## src/rtl/core/dpjs_pkg.sv

```systemverilog
`default_nettype none

package dpjs_pkg;

   localparam int PEND_DEPTH = 16;
   localparam int ACT_DEPTH = 4;
   localparam int WORKER_CAP = 4;

   localparam int PEND_AW = (PEND_DEPTH > 1) ? $clog2(PEND_DEPTH) : 1;
   localparam int ACT_AW = (ACT_DEPTH > 1) ? $clog2(ACT_DEPTH) : 1;

   localparam int CMD_W = 2;
   localparam int KEY_W = 32;
   localparam int PRIO_W = 8;
   localparam int GEN_W = 16;
   localparam int SEQ_W = 32;
   localparam int STATUS_W = 4;
   localparam int WORKERS_W = 3;

   typedef struct packed {
      logic [KEY_W-1:0]  key;
      logic [PRIO_W-1:0] prio;
      logic [SEQ_W-1:0]  seq;
   } pend_entry_type;

   localparam int ENTRY_W = $bits(pend_entry_type);

   localparam logic [CMD_W-1:0] CMD_REQUEST  = 2'd0;
   localparam logic [CMD_W-1:0] CMD_TAKE     = 2'd1;
   localparam logic [CMD_W-1:0] CMD_COMPLETE = 2'd2;
   localparam logic [CMD_W-1:0] CMD_CLEAR    = 2'd3;

   localparam logic [STATUS_W-1:0] STS_QUEUED     = 4'd0;
   localparam logic [STATUS_W-1:0] STS_PROMOTED   = 4'd1;
   localparam logic [STATUS_W-1:0] STS_DUPLICATE  = 4'd2;
   localparam logic [STATUS_W-1:0] STS_STALE      = 4'd3;
   localparam logic [STATUS_W-1:0] STS_FULL       = 4'd4;
   localparam logic [STATUS_W-1:0] STS_DISPATCHED = 4'd5;
   localparam logic [STATUS_W-1:0] STS_EMPTY      = 4'd6;
   localparam logic [STATUS_W-1:0] STS_DELIVER    = 4'd7;
   localparam logic [STATUS_W-1:0] STS_DISCARD    = 4'd8;
   localparam logic [STATUS_W-1:0] STS_CLEARED    = 4'd9;

   localparam logic [WORKERS_W-1:0] WORKERS_RESET = 3'd2;

   typedef enum logic [1:0] {
      SCH_IDLE,
      SCH_SCAN,
      SCH_TAIL,
      SCH_DECIDE
   } state_type;

endpackage

`default_nettype wire

```

## src/rtl/core/dpjs_intf.sv

```systemverilog
`default_nettype none

interface dpjs_req_if import dpjs_pkg::*; ();
   logic                valid;
   logic                ready;
   logic [CMD_W-1:0]    cmd;
   logic [KEY_W-1:0]    job_key;
   logic [PRIO_W-1:0]   job_priority;
   logic [GEN_W-1:0]    job_generation;

   modport source (output valid, cmd, job_key, job_priority, job_generation, input ready);
   modport sink (input valid, cmd, job_key, job_priority, job_generation, output ready);
endinterface

interface dpjs_rsp_if import dpjs_pkg::*; ();
   logic                valid;
   logic                ready;
   logic [STATUS_W-1:0] status;
   logic                worker_grant;
   logic [KEY_W-1:0]    out_key;
   logic [PRIO_W-1:0]   out_priority;
   logic [GEN_W-1:0]    out_generation;

   modport source (output valid, status, worker_grant, out_key, out_priority, out_generation,
                   input ready);
   modport sink (input valid, status, worker_grant, out_key, out_priority, out_generation,
                 output ready);
endinterface

interface dpjs_csr_if import dpjs_pkg::*; ();
   logic                 valid;
   logic                 ready;
   logic [WORKERS_W-1:0] max_workers;

   modport source (output valid, max_workers, input ready);
   modport sink (input valid, max_workers, output ready);
endinterface

`default_nettype wire

```

## src/rtl/core/dpjs_ram.sv

```systemverilog
`default_nettype none

module dpjs_ram #(
   parameter int WIDTH = 8,
   parameter int DEPTH = 16,
   localparam int AW = (DEPTH > 1) ? $clog2(DEPTH) : 1
) (
   input  logic             clock,
   input  logic             wr_en,
   input  logic [AW-1:0]    wr_addr,
   input  logic [WIDTH-1:0] wr_data,
   input  logic [AW-1:0]    rd_addr,
   output logic [WIDTH-1:0] rd_data
);

   logic [WIDTH-1:0] mem_ff [DEPTH];
   logic [WIDTH-1:0] rd_data_ff;

   always_ff @(posedge clock) begin
      if (wr_en) begin
         mem_ff[wr_addr] <= wr_data;
      end
      rd_data_ff <= mem_ff[rd_addr];
   end

   assign rd_data = rd_data_ff;

endmodule

`default_nettype wire

```

## src/rtl/core/dedup_priority_job_scheduler.sv

```systemverilog
// Deduplicating priority job scheduler.
// Commands arrive as items on the req_ch channel (request, take next, complete,
// clear) and each one yields exactly one item on the rsp_ch channel. The worker
// limit is written through csr_ch, which is always ready, and must only be
// written while the block is idle.
// The pending table lives in a single-port-read, single-port-write RAM that is
// swept one entry per cycle. Request and take sweep every entry, pass through a
// tail state and then a decide state that writes the result register.
// Complete and clear skip the sweep and go straight to the decide state. A new
// item is accepted only once the block is back in idle after the last one.
// Results sit in an output register. A stalled receiver holds the result
// there while the next item is still accepted and swept; only the final
// update step waits for the register to drain.
// Reset clears the valid bits of both tables, the generation, the sequence
// counter and the worker count, and sets the worker limit to 2. No clearing
// pass over the RAM is needed.
`default_nettype none

module dedup_priority_job_scheduler import dpjs_pkg::*; (
   input  logic      clock,
   input  logic      reset,
   dpjs_req_if.sink   req_ch,
   dpjs_rsp_if.source rsp_ch,
   dpjs_csr_if.sink   csr_ch
);

   state_type state_ff, state_in;

   logic [CMD_W-1:0]  cmd_ff;
   logic [KEY_W-1:0]  key_ff;
   logic [PRIO_W-1:0] prio_ff;
   logic [GEN_W-1:0]  gen_ff;

   logic [PEND_AW-1:0] scan_ff, scan_in;
   logic               rd_vld_ff, rd_vld_in;
   logic [PEND_AW-1:0] rd_idx_ff;

   logic               hit_ff, hit_in;
   logic [PEND_AW-1:0] hit_idx_ff, hit_idx_in;
   pend_entry_type     hit_entry_ff, hit_entry_in;
   logic               best_ff, best_in;
   logic [PEND_AW-1:0] best_idx_ff, best_idx_in;
   pend_entry_type     best_entry_ff, best_entry_in;

   logic [PEND_DEPTH-1:0] pend_valid_ff, pend_valid_in;
   logic [ACT_DEPTH-1:0]  act_valid_ff, act_valid_in;
   logic [KEY_W-1:0]      act_key_ff [ACT_DEPTH];
   logic [GEN_W-1:0]      cur_gen_ff, cur_gen_in;
   logic [SEQ_W-1:0]      seq_ff, seq_in;
   logic [WORKERS_W-1:0]  busy_ff, busy_in;
   logic [WORKERS_W-1:0]  max_workers_ff;

   logic                 rsp_valid_ff, rsp_valid_in;
   logic [STATUS_W-1:0]  rsp_status_ff, status_d;
   logic                 rsp_start_ff, start_d;
   logic [KEY_W-1:0]     rsp_key_ff, okey_d;
   logic [PRIO_W-1:0]    rsp_prio_ff, oprio_d;
   logic [GEN_W-1:0]     rsp_gen_ff;

   logic req_ready, req_fire, out_free, decide_fire, scan_active, scan_last;
   logic act_wr;
   logic [ACT_AW-1:0] act_wr_idx;

   logic                ram_we;
   logic [PEND_AW-1:0]  ram_waddr;
   pend_entry_type      ram_wdata;
   logic [ENTRY_W-1:0]  ram_rdata;
   pend_entry_type      rd_entry;

   logic [KEY_W-1:0]     act_match_key;
   logic [ACT_DEPTH-1:0] act_eq;
   logic                 act_hit, act_free;
   logic [ACT_AW-1:0]    act_hit_idx, act_free_idx;
   logic                 pend_free;
   logic [PEND_AW-1:0]   pend_free_idx;
   logic [WORKERS_W-1:0] worker_lim;

   dpjs_ram #(
      .WIDTH (ENTRY_W),
      .DEPTH (PEND_DEPTH)
   ) u_pend_ram (
      .clock   (clock),
      .wr_en   (ram_we),
      .wr_addr (ram_waddr),
      .wr_data (ram_wdata),
      .rd_addr (scan_ff),
      .rd_data (ram_rdata)
   );

   assign rd_entry = pend_entry_type'(ram_rdata);
   assign req_fire = req_ch.valid && req_ready;
   assign out_free = !rsp_valid_ff || rsp_ch.ready;
   assign scan_last = (scan_ff == PEND_AW'(PEND_DEPTH - 1));

   always_comb begin
      state_in = state_ff;
      case (state_ff)
         SCH_IDLE: begin
            if (req_fire) begin
               if (req_ch.cmd == CMD_REQUEST || req_ch.cmd == CMD_TAKE) begin
                  state_in = SCH_SCAN;
               end else begin
                  state_in = SCH_DECIDE;
               end
            end
         end
         SCH_SCAN: begin
            if (scan_last) begin
               state_in = SCH_TAIL;
            end
         end
         SCH_TAIL: begin
            state_in = SCH_DECIDE;
         end
         SCH_DECIDE: begin
            if (out_free) begin
               state_in = SCH_IDLE;
            end
         end
         default: begin
            state_in = SCH_IDLE;
         end
      endcase
   end

   always_comb begin
      req_ready = 1'b0;
      scan_active = 1'b0;
      decide_fire = 1'b0;
      case (state_ff)
         SCH_IDLE: begin
            req_ready = 1'b1;
         end
         SCH_SCAN: begin
            scan_active = 1'b1;
         end
         SCH_TAIL: begin
            scan_active = 1'b0;
         end
         SCH_DECIDE: begin
            decide_fire = out_free;
         end
         default: begin
            req_ready = 1'b0;
         end
      endcase
   end

   assign scan_in = req_fire ? '0 : (scan_active ? scan_ff + 1'b1 : scan_ff);
   assign rd_vld_in = scan_active;

   always_comb begin
      hit_in = hit_ff;
      hit_idx_in = hit_idx_ff;
      hit_entry_in = hit_entry_ff;
      best_in = best_ff;
      best_idx_in = best_idx_ff;
      best_entry_in = best_entry_ff;
      if (req_fire) begin
         hit_in = 1'b0;
         best_in = 1'b0;
      end else if (rd_vld_ff && pend_valid_ff[rd_idx_ff]) begin
         if (!hit_ff && rd_entry.key == key_ff) begin
            hit_in = 1'b1;
            hit_idx_in = rd_idx_ff;
            hit_entry_in = rd_entry;
         end
         if (!best_ff || rd_entry.prio > best_entry_ff.prio ||
             (rd_entry.prio == best_entry_ff.prio && rd_entry.seq < best_entry_ff.seq)) begin
            best_in = 1'b1;
            best_idx_in = rd_idx_ff;
            best_entry_in = rd_entry;
         end
      end
   end

   assign act_match_key = (cmd_ff == CMD_TAKE) ? best_entry_ff.key : key_ff;

   always_comb begin
      act_hit = 1'b0;
      act_hit_idx = '0;
      act_free = 1'b0;
      act_free_idx = '0;
      for (int i = ACT_DEPTH - 1; i >= 0; i--) begin
         act_eq[i] = act_valid_ff[i] && (act_key_ff[i] == act_match_key);
         if (act_eq[i]) begin
            act_hit = 1'b1;
            act_hit_idx = ACT_AW'(i);
         end
         if (!act_valid_ff[i]) begin
            act_free = 1'b1;
            act_free_idx = ACT_AW'(i);
         end
      end
   end

   always_comb begin
      pend_free = 1'b0;
      pend_free_idx = '0;
      for (int i = PEND_DEPTH - 1; i >= 0; i--) begin
         if (!pend_valid_ff[i]) begin
            pend_free = 1'b1;
            pend_free_idx = PEND_AW'(i);
         end
      end
   end

   always_comb begin
      if (max_workers_ff == '0) begin
         worker_lim = WORKERS_W'(1);
      end else if (max_workers_ff > WORKERS_W'(WORKER_CAP)) begin
         worker_lim = WORKERS_W'(WORKER_CAP);
      end else begin
         worker_lim = max_workers_ff;
      end
   end

   always_comb begin
      pend_valid_in = pend_valid_ff;
      act_valid_in = act_valid_ff;
      act_wr = 1'b0;
      act_wr_idx = act_hit ? act_hit_idx : act_free_idx;
      ram_we = 1'b0;
      ram_waddr = hit_idx_ff;
      ram_wdata = hit_entry_ff;
      seq_in = seq_ff;
      busy_in = busy_ff;
      cur_gen_in = cur_gen_ff;
      status_d = STS_QUEUED;
      start_d = 1'b0;
      okey_d = '0;
      oprio_d = '0;
      if (decide_fire) begin
         case (cmd_ff)
            CMD_REQUEST: begin
               if (gen_ff != cur_gen_ff || act_hit) begin
                  status_d = STS_STALE;
               end else if (hit_ff) begin
                  if (prio_ff > hit_entry_ff.prio) begin
                     ram_we = 1'b1;
                     ram_waddr = hit_idx_ff;
                     ram_wdata = '{key: hit_entry_ff.key, prio: prio_ff, seq: hit_entry_ff.seq};
                     status_d = STS_PROMOTED;
                  end else begin
                     status_d = STS_DUPLICATE;
                  end
               end else if (!pend_free) begin
                  status_d = STS_FULL;
               end else begin
                  ram_we = 1'b1;
                  ram_waddr = pend_free_idx;
                  ram_wdata = '{key: key_ff, prio: prio_ff, seq: seq_ff};
                  pend_valid_in[pend_free_idx] = 1'b1;
                  seq_in = seq_ff + 1'b1;
                  status_d = STS_QUEUED;
                  if (busy_ff < worker_lim) begin
                     busy_in = busy_ff + 1'b1;
                     start_d = 1'b1;
                  end
               end
            end
            CMD_TAKE: begin
               if (!best_ff) begin
                  if (busy_ff != '0) begin
                     busy_in = busy_ff - 1'b1;
                  end
                  status_d = STS_EMPTY;
               end else if (!act_hit && !act_free) begin
                  status_d = STS_FULL;
               end else begin
                  act_wr = 1'b1;
                  act_valid_in[act_wr_idx] = 1'b1;
                  pend_valid_in[best_idx_ff] = 1'b0;
                  okey_d = best_entry_ff.key;
                  oprio_d = best_entry_ff.prio;
                  status_d = STS_DISPATCHED;
               end
            end
            CMD_COMPLETE: begin
               act_valid_in = act_valid_ff & ~act_eq;
               status_d = (gen_ff == cur_gen_ff) ? STS_DELIVER : STS_DISCARD;
            end
            default: begin
               cur_gen_in = cur_gen_ff + 1'b1;
               pend_valid_in = '0;
               act_valid_in = '0;
               status_d = STS_CLEARED;
            end
         endcase
      end
   end

   assign rsp_valid_in = decide_fire || (rsp_valid_ff && !rsp_ch.ready);

   always_ff @(posedge clock) begin
      if (reset) begin
         state_ff <= SCH_IDLE;
         scan_ff <= '0;
         rd_vld_ff <= 1'b0;
         hit_ff <= 1'b0;
         best_ff <= 1'b0;
         pend_valid_ff <= '0;
         act_valid_ff <= '0;
         cur_gen_ff <= '0;
         seq_ff <= '0;
         busy_ff <= '0;
         max_workers_ff <= WORKERS_RESET;
         rsp_valid_ff <= 1'b0;
      end else begin
         state_ff <= state_in;
         scan_ff <= scan_in;
         rd_vld_ff <= rd_vld_in;
         hit_ff <= hit_in;
         best_ff <= best_in;
         pend_valid_ff <= pend_valid_in;
         act_valid_ff <= act_valid_in;
         cur_gen_ff <= cur_gen_in;
         seq_ff <= seq_in;
         busy_ff <= busy_in;
         if (csr_ch.valid) begin
            max_workers_ff <= csr_ch.max_workers;
         end
         rsp_valid_ff <= rsp_valid_in;
      end
   end

   always_ff @(posedge clock) begin
      rd_idx_ff <= scan_ff;
      hit_idx_ff <= hit_idx_in;
      hit_entry_ff <= hit_entry_in;
      best_idx_ff <= best_idx_in;
      best_entry_ff <= best_entry_in;
      if (req_fire) begin
         cmd_ff <= req_ch.cmd;
         key_ff <= req_ch.job_key;
         prio_ff <= req_ch.job_priority;
         gen_ff <= req_ch.job_generation;
      end
      if (act_wr) begin
         act_key_ff[act_wr_idx] <= best_entry_ff.key;
      end
      if (decide_fire) begin
         rsp_status_ff <= status_d;
         rsp_start_ff <= start_d;
         rsp_key_ff <= okey_d;
         rsp_prio_ff <= oprio_d;
         rsp_gen_ff <= cur_gen_in;
      end
   end

   assign req_ch.ready = req_ready;
   assign csr_ch.ready = 1'b1;
   assign rsp_ch.valid = rsp_valid_ff;
   assign rsp_ch.status = rsp_status_ff;
   assign rsp_ch.worker_grant = rsp_start_ff;
   assign rsp_ch.out_key = rsp_key_ff;
   assign rsp_ch.out_priority = rsp_prio_ff;
   assign rsp_ch.out_generation = rsp_gen_ff;

endmodule

`default_nettype wire

```

## src/flat_wrapper.sv

```systemverilog
// flat-port wrapper written by rule: the top's interface ports become plain ports
module dedup_priority_job_scheduler_flat import dpjs_pkg::*;
  (clock, reset, req_ch_valid, req_ch_cmd, req_ch_job_key, req_ch_job_priority, req_ch_job_generation, req_ch_ready, rsp_ch_valid, rsp_ch_status, rsp_ch_worker_grant, rsp_ch_out_key, rsp_ch_out_priority, rsp_ch_out_generation, rsp_ch_ready, csr_ch_valid, csr_ch_max_workers, csr_ch_ready);
  dpjs_req_if req_ch_i ();
  dpjs_rsp_if rsp_ch_i ();
  dpjs_csr_if csr_ch_i ();
  input  logic clock;
  input  logic reset;
  input wire logic [$bits(req_ch_i.valid)-1:0] req_ch_valid;
  input wire logic [$bits(req_ch_i.cmd)-1:0] req_ch_cmd;
  input wire logic [$bits(req_ch_i.job_key)-1:0] req_ch_job_key;
  input wire logic [$bits(req_ch_i.job_priority)-1:0] req_ch_job_priority;
  input wire logic [$bits(req_ch_i.job_generation)-1:0] req_ch_job_generation;
  output wire logic [$bits(req_ch_i.ready)-1:0] req_ch_ready;
  output wire logic [$bits(rsp_ch_i.valid)-1:0] rsp_ch_valid;
  output wire logic [$bits(rsp_ch_i.status)-1:0] rsp_ch_status;
  output wire logic [$bits(rsp_ch_i.worker_grant)-1:0] rsp_ch_worker_grant;
  output wire logic [$bits(rsp_ch_i.out_key)-1:0] rsp_ch_out_key;
  output wire logic [$bits(rsp_ch_i.out_priority)-1:0] rsp_ch_out_priority;
  output wire logic [$bits(rsp_ch_i.out_generation)-1:0] rsp_ch_out_generation;
  input wire logic [$bits(rsp_ch_i.ready)-1:0] rsp_ch_ready;
  input wire logic [$bits(csr_ch_i.valid)-1:0] csr_ch_valid;
  input wire logic [$bits(csr_ch_i.max_workers)-1:0] csr_ch_max_workers;
  output wire logic [$bits(csr_ch_i.ready)-1:0] csr_ch_ready;
  assign req_ch_i.valid = req_ch_valid;
  assign req_ch_i.cmd = req_ch_cmd;
  assign req_ch_i.job_key = req_ch_job_key;
  assign req_ch_i.job_priority = req_ch_job_priority;
  assign req_ch_i.job_generation = req_ch_job_generation;
  assign req_ch_ready = req_ch_i.ready;
  assign rsp_ch_valid = rsp_ch_i.valid;
  assign rsp_ch_status = rsp_ch_i.status;
  assign rsp_ch_worker_grant = rsp_ch_i.worker_grant;
  assign rsp_ch_out_key = rsp_ch_i.out_key;
  assign rsp_ch_out_priority = rsp_ch_i.out_priority;
  assign rsp_ch_out_generation = rsp_ch_i.out_generation;
  assign rsp_ch_i.ready = rsp_ch_ready;
  assign csr_ch_i.valid = csr_ch_valid;
  assign csr_ch_i.max_workers = csr_ch_max_workers;
  assign csr_ch_ready = csr_ch_i.ready;
  dedup_priority_job_scheduler u_core (.clock(clock), .reset(reset), .req_ch(req_ch_i), .rsp_ch(rsp_ch_i), .csr_ch(csr_ch_i));
endmodule
```

## config.mk

```make
export PLATFORM = sky130hd
export DESIGN_NAME = dedup_priority_job_scheduler_flat
export DESIGN_NICKNAME = d
export VERILOG_FILES = /design/src/rtl/core/dpjs_pkg.sv /design/src/rtl/core/dpjs_intf.sv /design/src/rtl/core/dpjs_ram.sv /design/src/rtl/core/dedup_priority_job_scheduler.sv /design/src/flat_wrapper.sv
export SDC_FILE = /design/constraint.sdc
export NUM_CORES = 2
export LEC_CHECK = 0
export BUFFER_PORTS_ARGS = -buffer_cell sky130_fd_sc_hd__buf_2
export CORE_ASPECT_RATIO = 1.1
export CORE_UTILIZATION = 35
export DETAILED_ROUTE_END_ITERATION = 8
export PLACE_DENSITY = 0.47
export SKIP_LAST_GASP = 1
export SLEW_MARGIN = 20
export SYNTH_ARGS = -nofsm -noshare
export SYNTH_HDL_FRONTEND = slang
export SYNTH_SLANG_ARGS = --single-unit
```

## constraint.sdc

```tcl
create_clock -name clock -period 12.8 [get_ports clock]
set_clock_uncertainty 0.2 [all_clocks]
set_input_delay 1.28 -clock clock [delete_from_list [all_inputs] [get_ports clock]]
set_output_delay 1.28 -clock clock [all_outputs]
set_load 0.1 [all_outputs]
```

==> impl_metrics.csv <==
group,metric,value,unit
route,route.detailed.drc,0,
sta,max_slew_margin,26.4,%
clock_network,cts_tree,"built",
setup_path,endpoint_kind,"flip-flop",
sta,rsz0062_at_grt,"no",
sta,hold_viol,0,
logic_synthesis,synth_edf_count,1551,
clock_network,cts_setup_buffers,0,
route,antenna_left,0,
placement,hpwl,106,mm
logic_synthesis,synth_commonest_cells,"1551 x edfxtp_1, 365 x mux4_2, 227 x nand2_1, 160 x dfxtp_1, 155 x xnor2_1",
clock_network,cts_resized,0,
sta,setup_viol,0,
setup_path,reg2reg_slack,4.98,ns
run_status,status,"completed",
logic_synthesis,synth.net_count,3544,
sta,finalCritPeriodShare,61.1,%
setup_path,required,13.02,ns
floorplan,die_h,460,um
setup_path,cp.arrival,8.05,ns
sta,slew_violations,0,
global_routing,grt_pass1_vias,33700,
logic_synthesis,yosysTopAreaCell,"edfxtp_1",
placement,dp.cells,6003,
route,routedWlPerCell,27.2,um
floorplan,io-pin-count,130,
sta,tightest_slew,1.10,ns
logic_synthesis,ys_warn_count,0,
power_and_ir_drop,p_switching,0.00299,W
floorplan,core,189000,um2
sta,finalSetupTns,0,ns
power_and_ir_drop,internal_power,0.00934,W
logic_synthesis,synth-seq-area-share,74.4,%
logic_synthesis,syn_inst,3417,
setup_path,start_kind,"flip-flop",
route,wl_met3,8.00,mm
power_and_ir_drop,p_leak,19.0,nW
route,drt_iter0_drc,2797,
clock_network,clock-root-buffer,"clkbuf_16",
finish,fillers,16900,
finish,syn_to_final_growth,14.5,%
logic_synthesis,ys_seq_elements,1711,
sta,finalCriticalPeriod,7.82,ns
global_routing,antenna_found_initial,9,
global_routing,grt_pass1_wl,249,mm
power_and_ir_drop,vdd_ir_drop_max,0.133,mV
floorplan,initial_utilization,35.4,%
hold_path,hold_class,"flip-flop to flip-flop",
logic_synthesis,yosysMostFrequentCell,"edfxtp_1",
route,dr.pass1.iters,6,
route,via_per_inst,5.19,
global_routing,overflow,0,
clock_network,path_clk_slew,0.06,ns
global_routing,grt_util_all_layers,18.0,%
clock_network,cts_hold_buf,0,
floorplan,die_area,193000,um2
logic_synthesis,synth_area,66900,um2
logic_synthesis,ys_types,90,
finish,nets,3777,
power_and_ir_drop,swShare,24.2,%
power_and_ir_drop,comb_power_share,8.5,%
setup_path,cp_max_fo,50,
route,vias,32900,
power_and_ir_drop,seqPwrFrac,50.5,%
clock_network,clock_sinks,1711,
placement,place_congestion,0.834,
floorplan,die_w,419,um
logic_synthesis,ys_async_sr_fraction,0,%
power_and_ir_drop,power_density,161,nW/um2
route,wl_met2,82.6,mm
logic_synthesis,ys.flop_type,"edfxtp_1",
route,drt-total-wl,172,mm
clock_network,clock_path_buffers,3,
clock_network,clock_latency,0.82,ns
finish,final_layout_size_suffix_gt1_share,24.1,%
logic_synthesis,syn_avg_cell_area,19.6,um2
placement,io_buffer_count,128,
finish,final_cells,6339,
clock_network,cts_max_level,4,
setup_path,critical_path_class,"flip-flop to flip-flop",
power_and_ir_drop,p_clk_share,41.0,%
power_and_ir_drop,total_power,0.0123,W
floorplan,rows,167,
clock_network,numCtsBuffers,180,
run,drv_cap,0,
sta,fmax,128,MHz
logic_synthesis,netlist.area_leader.share,69.6,%
route,routed.top_layer,"met5",
route,wirelength_met1,78.4,mm
logic_synthesis,synth.area.top_cells,"edfxtp_1 70%, mux4_2 12%, dfxtp_1 4.8%",
global_routing,grt_max_degree,107,
## cells in the final DEF (no fill, tap or decap), drive strengths merged, types with 6 or more instances in the layout
master and count:
and2 6, inv 91, a21oi 52, and4 8, clkbuf 242, nand2b 11
nor4 46, xnor2 155, or3 8, o21ai 31, nor2 78, nor3 18
nor2b 37, mux4 365, dfxtp 160, a31oi 12, and3 52, nand4 40
a211oi 15, a41oi 6, bufinv 7, edfxtp 1551, mux2i 38, nand2 227
clkinv 73, buf 187, xor2 42, ha 60, o31ai 15, nand3 38
a21o 18, o211ai 7, mux2 20, or4 15, nor3b 6
## cell families (layout without fill, tap and decap cells)
kind of cell    Yosys count  in the layout  synth area share [%]
fa+ha+maj                61             61                  1.15
other cells               1              2               0.00561
buf+inv                 218            604                  1.36
xor+xnor                197            197                  2.58
compound gates          208            208                  2.24
mux                     423            423                  13.7
simple gates            598            598                  4.57
flops                  1711           1711                  74.4
## through the flow
step,util [%],setup WS [ns],cell area [um2],hold WS (ns)
6_report,40.5,4.98,76600,0.270
5_1_grt,40.5,4.45,76600,0.290
4_1_cts,40.5,4.80,76600,0.264
3_5_place_dp,37.5,4.83,70800,0.268
3_3_place_gp,37.4,4.95,70800,0.265
2_1_floorplan,-,2.74,66900,0.150
## critical path, stage by stage, from the launching register on
cell and delay [ns]:
edfxtp_1 0.42, inv_1 0.13, ha_4 0.53, buf_4 0.87
mux2i_2 0.48, xnor2_1 0.21, nor4_1 0.11, nand4_1 0.27
nor3_4 0.12, nor4_2 0.93, and2_4 0.55, buf_4 0.53
a21oi_1 0.35, a211oi_4 0.29, buf_4 0.49, buf_4 0.83
## final timing paths
path                                                     from                              end  cells past startpoint
worst max-delay path                         u_core.cmd_ff[1]  u_core.u_pend_ram.mem_ff[6][62]                     15
worst min-delay path            u_core.u_pend_ram.rd_data[68]          u_core.hit_entry_ff[68]                      0
worst max register to register               u_core.cmd_ff[1]  u_core.u_pend_ram.mem_ff[6][62]                     15
worst min register to register  u_core.u_pend_ram.rd_data[68]          u_core.hit_entry_ff[68]                      0
## cell type report
type	instances	area [um2]	area share, %
Clock inverter	93	776	1.01
Antenna cell	1	2.50	0.00327
Sequential cell	1711	49800	65.0
Multi-Input combinational cell	1488	16400	21.4
Timing Repair Buffer	187	1180	1.54
Clock buffer	242	4930	6.44
Inverter	82	308	0.402
Tap cell	2535	3170	4.14
## state kept, by name (all words and copies together), names as in the netlist, 8 cells and up
| register | count |
|---|---|
| u_core.seq_ff | 32 |
| u_core.prio_ff | 8 |
| u_core.u_pend_ram.rd_data | 72 |
| u_core.rsp_ch.out_priority | 8 |
| u_core.pend_valid_ff | 16 |
| u_core.gen_ff | 16 |
| u_core.key_ff | 32 |
| u_core.best_entry_ff | 72 |
| u_core.rsp_ch.out_key | 32 |
| u_core.cur_gen_ff | 16 |
| u_core.hit_entry_ff | 72 |
| u_core.rsp_ch.out_generation | 16 |
| u_core.act_key_ff | 128 |
| u_core.u_pend_ram.mem_ff | 1152 |
## routing by layer
layer / vias to the layer above / track usage (%)
met1: 17600 / 25.4
met2: 846 / 29.0
met5: - / 0
li1: 14200 / -
met4: 2 / 4.27
met3: 218 / 2.89
## power groups by stage
stage / Clock, W / Sequential (W) / Combinational, W
after floorplan: 0 / 0.00643 / 0.000713
after global placement: 0 / 0.00635 / 0.00108
after detailed placement: 0 / 0.00635 / 0.00108
after CTS: 0.00520 / 0.00623 / 0.00108
after global routing: 0.00538 / 0.00623 / 0.00114
final: 0.00505 / 0.00622 / 0.00105
No activity file was read; power rests on OpenSTA's default activity.
